**src/design/timestamped_frame_queue_assert.svh**
```systemverilog
// Assertion macros shared by the frame queue RTL.
// Expects clk and rst_n in the including module's scope.
`ifndef TIMESTAMPED_FRAME_QUEUE_ASSERT_SVH
`define TIMESTAMPED_FRAME_QUEUE_ASSERT_SVH

// Same-cycle implication, disabled while reset is asserted.
`define TFQ_ASSERT_IMPL(label, ante, cons) \
    label: assert property (@(posedge clk) disable iff (!rst_n) (ante) |-> (cons)) \
        else $error("frame queue assertion failed");

// Next-cycle implication, disabled while reset is asserted.
`define TFQ_ASSERT_NEXT(label, ante, cons) \
    label: assert property (@(posedge clk) disable iff (!rst_n) (ante) |=> (cons)) \
        else $error("frame queue assertion failed");

`endif

```
**src/design/tfq_pkg.sv**
```systemverilog
// Package for the timestamped frame queue: sizes, op codes, sequencer states.
// No dependencies.
package tfq_pkg;

    localparam int DEPTH   = 8;
    localparam int PTR_W   = $clog2(DEPTH);
    localparam int LVL_W   = $clog2(DEPTH + 1);
    localparam int STAMP_W = 32;
    localparam int OP_W    = 2;
    localparam int SLOT_W  = 3;
    localparam int DROP_W  = 3;
    localparam int LEVEL_W = 4;
    localparam int ENTRY_W = STAMP_W + 1;

    typedef logic [PTR_W-1:0] ptr_t;
    typedef logic [LVL_W-1:0] lvl_t;

    typedef enum logic [OP_W-1:0] {
        OP_PUSH  = 2'd0,
        OP_QUERY = 2'd1,
        OP_FLUSH = 2'd2
    } op_t;

    typedef enum logic [1:0] {
        S_IDLE,
        S_QREAD,
        S_QCHECK,
        S_DONE
    } state_t;

    function automatic ptr_t next_ptr(input ptr_t p);
        next_ptr = (p == PTR_W'(DEPTH - 1)) ? '0 : ptr_t'(p + 1'b1);
    endfunction

endpackage

```
**src/design/tfq_ram.sv**
```systemverilog
// Generic single-write, single-read RAM with registered read data.
// No dependencies.
module tfq_ram #(
    parameter int WIDTH = 8,
    parameter int DEPTH = 8
) (
    input  logic                     clk,
    input  logic                     we,
    input  logic [$clog2(DEPTH)-1:0] waddr,
    input  logic [WIDTH-1:0]         wdata,
    input  logic [$clog2(DEPTH)-1:0] raddr,
    output logic [WIDTH-1:0]         rdata
);

    logic [WIDTH-1:0] mem [DEPTH];

    always_ff @(posedge clk)
    begin
        if (we)
        begin
            mem[waddr] <= wdata;
        end
        rdata <= mem[raddr];
    end

endmodule

```
**src/design/timestamped_frame_queue.sv**
```systemverilog
// Timestamped frame queue with late drop: ring control, sequencer, result registers.
// Depends on tfq_pkg, tfq_ram and timestamped_frame_queue_assert.svh.
//
// Channel   Handshake            Payload
// command   start & !busy        op, stamp, stamp_known
// result    done (one cycle)     accepted, slot, shown_stamp, shown_known,
//                                dropped, level_after
//
// Push, flush and unused op go from accept straight to S_DONE.
// Query: one S_QREAD/S_QCHECK pair per dropped frame and per check after them (1 or 2),
// then S_DONE; a query on an empty ring goes from S_QREAD straight to S_DONE.
// Each slot visit costs one RAM read and one pass through the shared compare.
// busy is high from the accept edge until the cycle after done.
// Reset clears pointers and level; slot contents are undefined until pushed.
// The receiver cannot stall; done is high for one cycle, results hold to the next accept.
`include "timestamped_frame_queue_assert.svh"

module timestamped_frame_queue
    import tfq_pkg::*;
(
    input  logic               clk,
    input  logic               rst_n,
    input  logic               start,
    output logic               busy,
    input  logic [OP_W-1:0]    op,
    input  logic [STAMP_W-1:0] stamp,
    input  logic               stamp_known,
    output logic               done,
    output logic               accepted,
    output logic [SLOT_W-1:0]  slot,
    output logic [STAMP_W-1:0] shown_stamp,
    output logic               shown_known,
    output logic [DROP_W-1:0]  dropped,
    output logic [LEVEL_W-1:0] level_after
);

    state_t state_reg, state_next;

    ptr_t   wptr_reg, wptr_next;
    ptr_t   rptr_reg, rptr_next;
    lvl_t   level_reg, level_next;
    logic   front_mode_reg, front_mode_next;

    logic [OP_W-1:0]    op_reg, op_next;
    logic [STAMP_W-1:0] time_reg, time_next;

    logic               accepted_reg, accepted_next;
    logic [SLOT_W-1:0]  slot_reg, slot_next;
    logic [STAMP_W-1:0] shown_stamp_reg, shown_stamp_next;
    logic               shown_known_reg, shown_known_next;
    logic [DROP_W-1:0]  dropped_reg, dropped_next;

    logic               cmd_accept;
    logic               push_ok;
    logic               rd_front;
    logic               ram_we;
    ptr_t               ram_raddr;
    logic [ENTRY_W-1:0] ram_rdata;
    logic [STAMP_W-1:0] rd_stamp;
    logic               rd_known;
    logic               stamp_due;

    assign cmd_accept = start && !busy;
    assign push_ok    = (op == OP_PUSH) && (level_reg < LVL_W'(DEPTH));
    assign rd_front   = front_mode_reg || (level_reg < LVL_W'(2));
    assign rd_stamp   = ram_rdata[STAMP_W-1:0];
    assign rd_known   = ram_rdata[STAMP_W];
    // shared compare unit: used for both the drop test and the front test
    assign stamp_due  = (rd_stamp <= time_reg);

    tfq_ram #(
        .WIDTH (ENTRY_W),
        .DEPTH (DEPTH)
    ) u_slots (
        .clk   (clk),
        .we    (ram_we),
        .waddr (wptr_reg),
        .wdata ({stamp_known, stamp}),
        .raddr (ram_raddr),
        .rdata (ram_rdata)
    );

    // next state
    always_comb
    begin
        state_next = state_reg;
        unique case (state_reg)
            S_IDLE:
            begin
                if (cmd_accept)
                begin
                    state_next = (op == OP_QUERY) ? S_QREAD : S_DONE;
                end
            end
            S_QREAD:
            begin
                state_next = (level_reg == '0) ? S_DONE : S_QCHECK;
            end
            S_QCHECK:
            begin
                state_next = front_mode_reg ? S_DONE : S_QREAD;
            end
            S_DONE:
            begin
                state_next = S_IDLE;
            end
            default:
            begin
                state_next = S_IDLE;
            end
        endcase
    end

    // sequencer outputs
    always_comb
    begin
        busy      = 1'b1;
        done      = 1'b0;
        ram_we    = 1'b0;
        ram_raddr = rptr_reg;
        unique case (state_reg)
            S_IDLE:
            begin
                busy   = 1'b0;
                ram_we = cmd_accept && push_ok;
            end
            S_QREAD:
            begin
                ram_raddr = rd_front ? rptr_reg : next_ptr(rptr_reg);
            end
            S_QCHECK:
            begin
                ram_raddr = rptr_reg;
            end
            S_DONE:
            begin
                done = 1'b1;
            end
            default:
            begin
                busy = 1'b1;
            end
        endcase
    end

    // ring and result datapath
    always_comb
    begin
        wptr_next        = wptr_reg;
        rptr_next        = rptr_reg;
        level_next       = level_reg;
        front_mode_next  = front_mode_reg;
        op_next          = op_reg;
        time_next        = time_reg;
        accepted_next    = accepted_reg;
        slot_next        = slot_reg;
        shown_stamp_next = shown_stamp_reg;
        shown_known_next = shown_known_reg;
        dropped_next     = dropped_reg;

        if (state_reg == S_IDLE && cmd_accept)
        begin
            op_next          = op;
            time_next        = stamp;
            accepted_next    = 1'b0;
            slot_next        = '0;
            shown_stamp_next = '0;
            shown_known_next = 1'b0;
            dropped_next     = '0;
            front_mode_next  = 1'b0;
            unique case (op)
                OP_PUSH:
                begin
                    if (push_ok)
                    begin
                        accepted_next = 1'b1;
                        slot_next     = SLOT_W'(wptr_reg);
                        wptr_next     = next_ptr(wptr_reg);
                        level_next    = lvl_t'(level_reg + 1'b1);
                    end
                end
                OP_FLUSH:
                begin
                    accepted_next = 1'b1;
                    wptr_next     = '0;
                    rptr_next     = '0;
                    level_next    = '0;
                end
                OP_QUERY:
                begin
                    accepted_next = 1'b0;
                end
                default:
                begin
                    accepted_next = 1'b0;
                end
            endcase
        end
        else if (state_reg == S_QREAD)
        begin
            front_mode_next = rd_front;
        end
        else if (state_reg == S_QCHECK)
        begin
            if (front_mode_reg)
            begin
                if (!rd_known || stamp_due)
                begin
                    accepted_next    = 1'b1;
                    slot_next        = SLOT_W'(rptr_reg);
                    shown_stamp_next = rd_stamp;
                    shown_known_next = rd_known;
                    rptr_next        = next_ptr(rptr_reg);
                    level_next       = lvl_t'(level_reg - 1'b1);
                end
            end
            else if (rd_known && stamp_due)
            begin
                // frame behind the front is already due: drop the front
                rptr_next    = next_ptr(rptr_reg);
                level_next   = lvl_t'(level_reg - 1'b1);
                dropped_next = DROP_W'(dropped_reg + 1'b1);
            end
            else
            begin
                front_mode_next = 1'b1;
            end
        end
    end

    always_ff @(posedge clk or negedge rst_n)
    begin
        if (!rst_n)
        begin
            state_reg      <= S_IDLE;
            wptr_reg       <= '0;
            rptr_reg       <= '0;
            level_reg      <= '0;
            front_mode_reg <= 1'b0;
        end
        else
        begin
            state_reg      <= state_next;
            wptr_reg       <= wptr_next;
            rptr_reg       <= rptr_next;
            level_reg      <= level_next;
            front_mode_reg <= front_mode_next;
        end
    end

    always_ff @(posedge clk)
    begin
        op_reg          <= op_next;
        time_reg        <= time_next;
        accepted_reg    <= accepted_next;
        slot_reg        <= slot_next;
        shown_stamp_reg <= shown_stamp_next;
        shown_known_reg <= shown_known_next;
        dropped_reg     <= dropped_next;
    end

    assign accepted    = accepted_reg;
    assign slot        = slot_reg;
    assign shown_stamp = shown_stamp_reg;
    assign shown_known = shown_known_reg;
    assign dropped     = dropped_reg;
    assign level_after = LEVEL_W'(level_reg);

    `TFQ_ASSERT_IMPL(a_level_bound, 1'b1, level_reg <= LVL_W'(DEPTH))
    `TFQ_ASSERT_NEXT(a_accept_busy, start && !busy, busy)
    `TFQ_ASSERT_NEXT(a_query_no_grow, state_reg == S_QCHECK, level_reg <= $past(level_reg))
    `TFQ_ASSERT_IMPL(a_flush_empty, done && op_reg == OP_FLUSH,
        accepted_reg && level_reg == '0)
    `TFQ_ASSERT_IMPL(a_push_level, done && op_reg == OP_PUSH && accepted_reg,
        level_reg != '0)

endmodule
```
**config.mk**
```make
export PLATFORM = sky130hd
export DESIGN_NAME = timestamped_frame_queue
export DESIGN_NICKNAME = d
export VERILOG_FILES = /design/src/design/tfq_pkg.sv /design/src/design/tfq_ram.sv /design/src/design/timestamped_frame_queue.sv
export VERILOG_INCLUDE_DIRS = /design/src /design/src/design
export SDC_FILE = /design/constraint.sdc
export NUM_CORES = 1
export LEC_CHECK = 0
export BUFFER_PORTS_ARGS = -buffer_cell sky130_fd_sc_hd__buf_2
export CAP_MARGIN = 20
export CELL_PAD_IN_SITES_DETAIL_PLACEMENT = 2
export CELL_PAD_IN_SITES_GLOBAL_PLACEMENT = 2
export CORE_MARGIN = 1.5
export CORE_UTILIZATION = 40
export DETAILED_ROUTE_END_ITERATION = 12
export GPL_TIMING_DRIVEN = 0
export PLACE_DENSITY_LB_ADDON = 0.12
export SETUP_SLACK_MARGIN = 0.1
export SYNTH_ARGS = -nofsm -noshare
export SYNTH_HDL_FRONTEND = slang
export SYNTH_SLANG_ARGS = --single-unit
```
**constraint.sdc**
```tcl
create_clock -name clk -period 10.3 [get_ports clk]
set_input_delay 2.06 -clock clk [delete_from_list [all_inputs] [get_ports clk]]
set_output_delay 2.06 -clock clk [all_outputs]
set_load 0.02 [all_outputs]
```
==> metrics.yaml <==
fin_area_sq_um: 17520
via_count: 8220
grtUsageTotal: 0.2121
cts.clk_slew.worst_paths_ns: 0.06
setup.worst_path.start_class: "input pin"
dr.first_iter.drc_count: 396
critPathRequiredTime_ns: 10.55
p_per_area_nw_per_um2: 285.7
grt_start_max_net_pins: 23
endpoint_kind: "flop"
finalCriticalPeriod_ns: 4.421
routabilityCongestion: 0.7516
finalSetupViolations: 0
clock_path_buffers: 3
arrival_ns: 4.67
drive_gt1_frac: 0.2678
yosysWarnings: 0
numCtsBuffers: 41
synth_cell_types: 47
regMostFlops: "u_slots.mem"
synth-main-ff-cell: "edfxtp_1"
placedInstanceArea_sq_um: 16250
finalPower_w: 0.005007
synth_edf_count: 300
syn-cell-area_sq_um: 14860
yosysTopAreaCellShare: 0.6063
largest_register_ffs: 264
synth_most_common_cell: "edfxtp_1"
antenna_left: 0
drv_slew: 0
worst_slew_pin_slew_ns: 0.9857
core_sq_um: 36610
slew_headroom: 0.3393
cts_root_buffer: "clkbuf_16"
grt_pass1_wl_microns: 59190
die-area_sq_um: 38310
ys_top_cells_by_count: "edfxtp_1 (300), dfxtp_1 (69), mux4_2 (55), o21ai_0 (55), a21oi_1 (47)"
hold_buffers: 0
hp-class: "reg2reg"
post-cts-setup-buffers: 0
drv_cap: 0
setup_tns_ns: 0
path_delay_family: "simple AND/OR/NAND/NOR gates"
dp_hpwl_microns: 27300
max_freq_ghz: 0.2262
routedWlPerCell_microns: 26.06
nets: 1090
ios: 84
ys_async_sr_fraction: 0.03403
post_cts_resized: 0
grt_pass1_vias: 9056
dieWidth_microns: 195.7
initial_core_util: 0.4058
dr.pass1.iters: 4
slowest_stage: "nor4_1"
fin_skew_ns: 0.01701
rsz0062_at_grt: "no"
worstSetupPathType: "in2reg"
syn-num-nets: 935
power_leakage_nw: 6.295
cts_sinks: 382
reg_top3: "u_slots.mem x264, u_slots.rdata x33"
vdd_drop_max_v: 0.0001197
period_share: 0.4292
status: "complete, no violations"
vias_per_cell: 5.437
drc: 0
finalHoldViolCount: 0
fp-row-count: 70
overflow: 0
syn2layout_area_growth_pct: 17.94
htree_levels: 2
port_buffers: 83
crit_chain: "buf_2, nand2_1, nor4_1, nand2_1, nor3_2, buf_6, buf_6, buf_6, buf_6"
cpMostUsedCell: "buf_6"
critPathBufInv: 5
n_fill_cell: 3402
cts_tree: "done"
antenna_found_initial: 3
clk_latency_ns: 0.55
holdWs_ns: 0.4781
cp_max_fo: 8
seq_area_frac_synth: 0.7212
postSynthAreaPerCell_sq_um: 17.34
die_height_microns: 195.7
routed_wl_microns: 39410
yosys-top-cells-area: "edfxtp_1 (61%), dfxtp_1 (9.3%), mux4_2 (8.3%)"
max_stage_delay_ns: 0.63
synth.largest_area_cell: "edfxtp_1"
ys_ff_latch: 382
synthCells: 857
==> kinds of logic after synthesis <==
family / synth area share
simple gates: 0.04169
mux: 0.1326
fa+ha+maj: 0.03368
flops: 0.7212
buf+inv: 0.02358
compound gates: 0.04724
==> layout make-up <==
| cell class | count | area (sq um) | share of cell area |
|---|---|---|---|
| diodes | 2 | 5.005 | 0.0002856 |
| flip-flops and latches | 382 | 10720 | 0.6115 |
| repair buffers | 112 | 754.5 | 0.04306 |
| clock buffers | 58 | 1140 | 0.06505 |
| well taps | 468 | 585.6 | 0.03342 |
| plain buffers | 38 | 197.7 | 0.01128 |
| clock inverters | 15 | 130.1 | 0.007426 |
| inverters | 41 | 153.9 | 0.008783 |
| multi-input cells | 396 | 3841 | 0.2192 |
==> report_power, final <==
part           total (W)  internal (W)  switching [W]
clock            0.00141      0.000821       0.000594
sequential       0.00200       0.00186       0.000139
combinational    0.00159      0.000679       0.000915
total            0.00501       0.00336        0.00165
==> per-layer routing <==
layer	global-route usage	share of wire
met1	0.2851	0.44
met2	0.3648	0.50
met3	0.02991	0.032
met4	0.05442	0.019
met5	0	0.00033
==> stage by stage <==
stage                       util  instances  worst slack, ns
after detailed placement  0.4438       1437            5.246
after global placement    0.4332       1408          -0.8520
final                     0.4786       1512            5.879
after global routing      0.4786       1511            5.581
after floorplan                -        857            4.141
after CTS                 0.4785       1510            5.796
==> placed cells by master, fill, tap and decap left out, types with 3 or more instances in the layout <==
| master | count |
|---|---|
| mux4_1 | 11 |
| nand2b_1 | 5 |
| o21ai_0 | 55 |
| a21o_1 | 5 |
| a22oi_1 | 3 |
| nand3_1 | 41 |
| mux2i_1 | 6 |
| ha_1 | 40 |
| buf_2 | 87 |
| clkbuf_8 | 5 |
| dfxtp_1 | 69 |
| nor4_1 | 3 |
| buf_12 | 4 |
| nor2_4 | 3 |
| buf_8 | 4 |
| dfrtp_1 | 13 |
| buf_4 | 9 |
| nand4_1 | 9 |
| nor3_2 | 5 |
| inv_6 | 3 |
| mux4_2 | 55 |
| nand2_1 | 30 |
| clkinv_1 | 7 |
| clkbuf_16 | 41 |
| buf_6 | 18 |
| clkbuf_1 | 35 |
| inv_1 | 41 |
| buf_1 | 4 |
| a21oi_1 | 47 |
| edfxtp_1 | 300 |
| nor2_1 | 16 |
| mux2_2 | 34 |
==> path summary, 6_finish.rpt <==
kind                                  start            endpoint  slack [ns]  depth (start not counted)
min                        u_slots.rdata[0]      shown_stamp[0]        0.48                          2
max                                   start  u_slots.mem[1][18]        5.88                          9
max reg2reg                    time_reg[30]            accepted        6.52                          8
max in group asynchronous             rst_n         rptr_reg[2]        8.63                          1
min reg2reg                u_slots.rdata[0]      shown_stamp[0]        0.48                          2
min in group asynchronous             rst_n      level_after[3]        1.41                          1
==> worst reg2reg max path: cells and delay by family (launching register included) <==
family                     cells  cell delay [ns]
and+or+nand+nor                2             0.85
DFF                            1             0.33
adders and majority gates      1             0.32
buffers and inverters          2             0.68
AOI/OAI and AO/OA              3             1.23
Power figures use the tool's default switching activity.
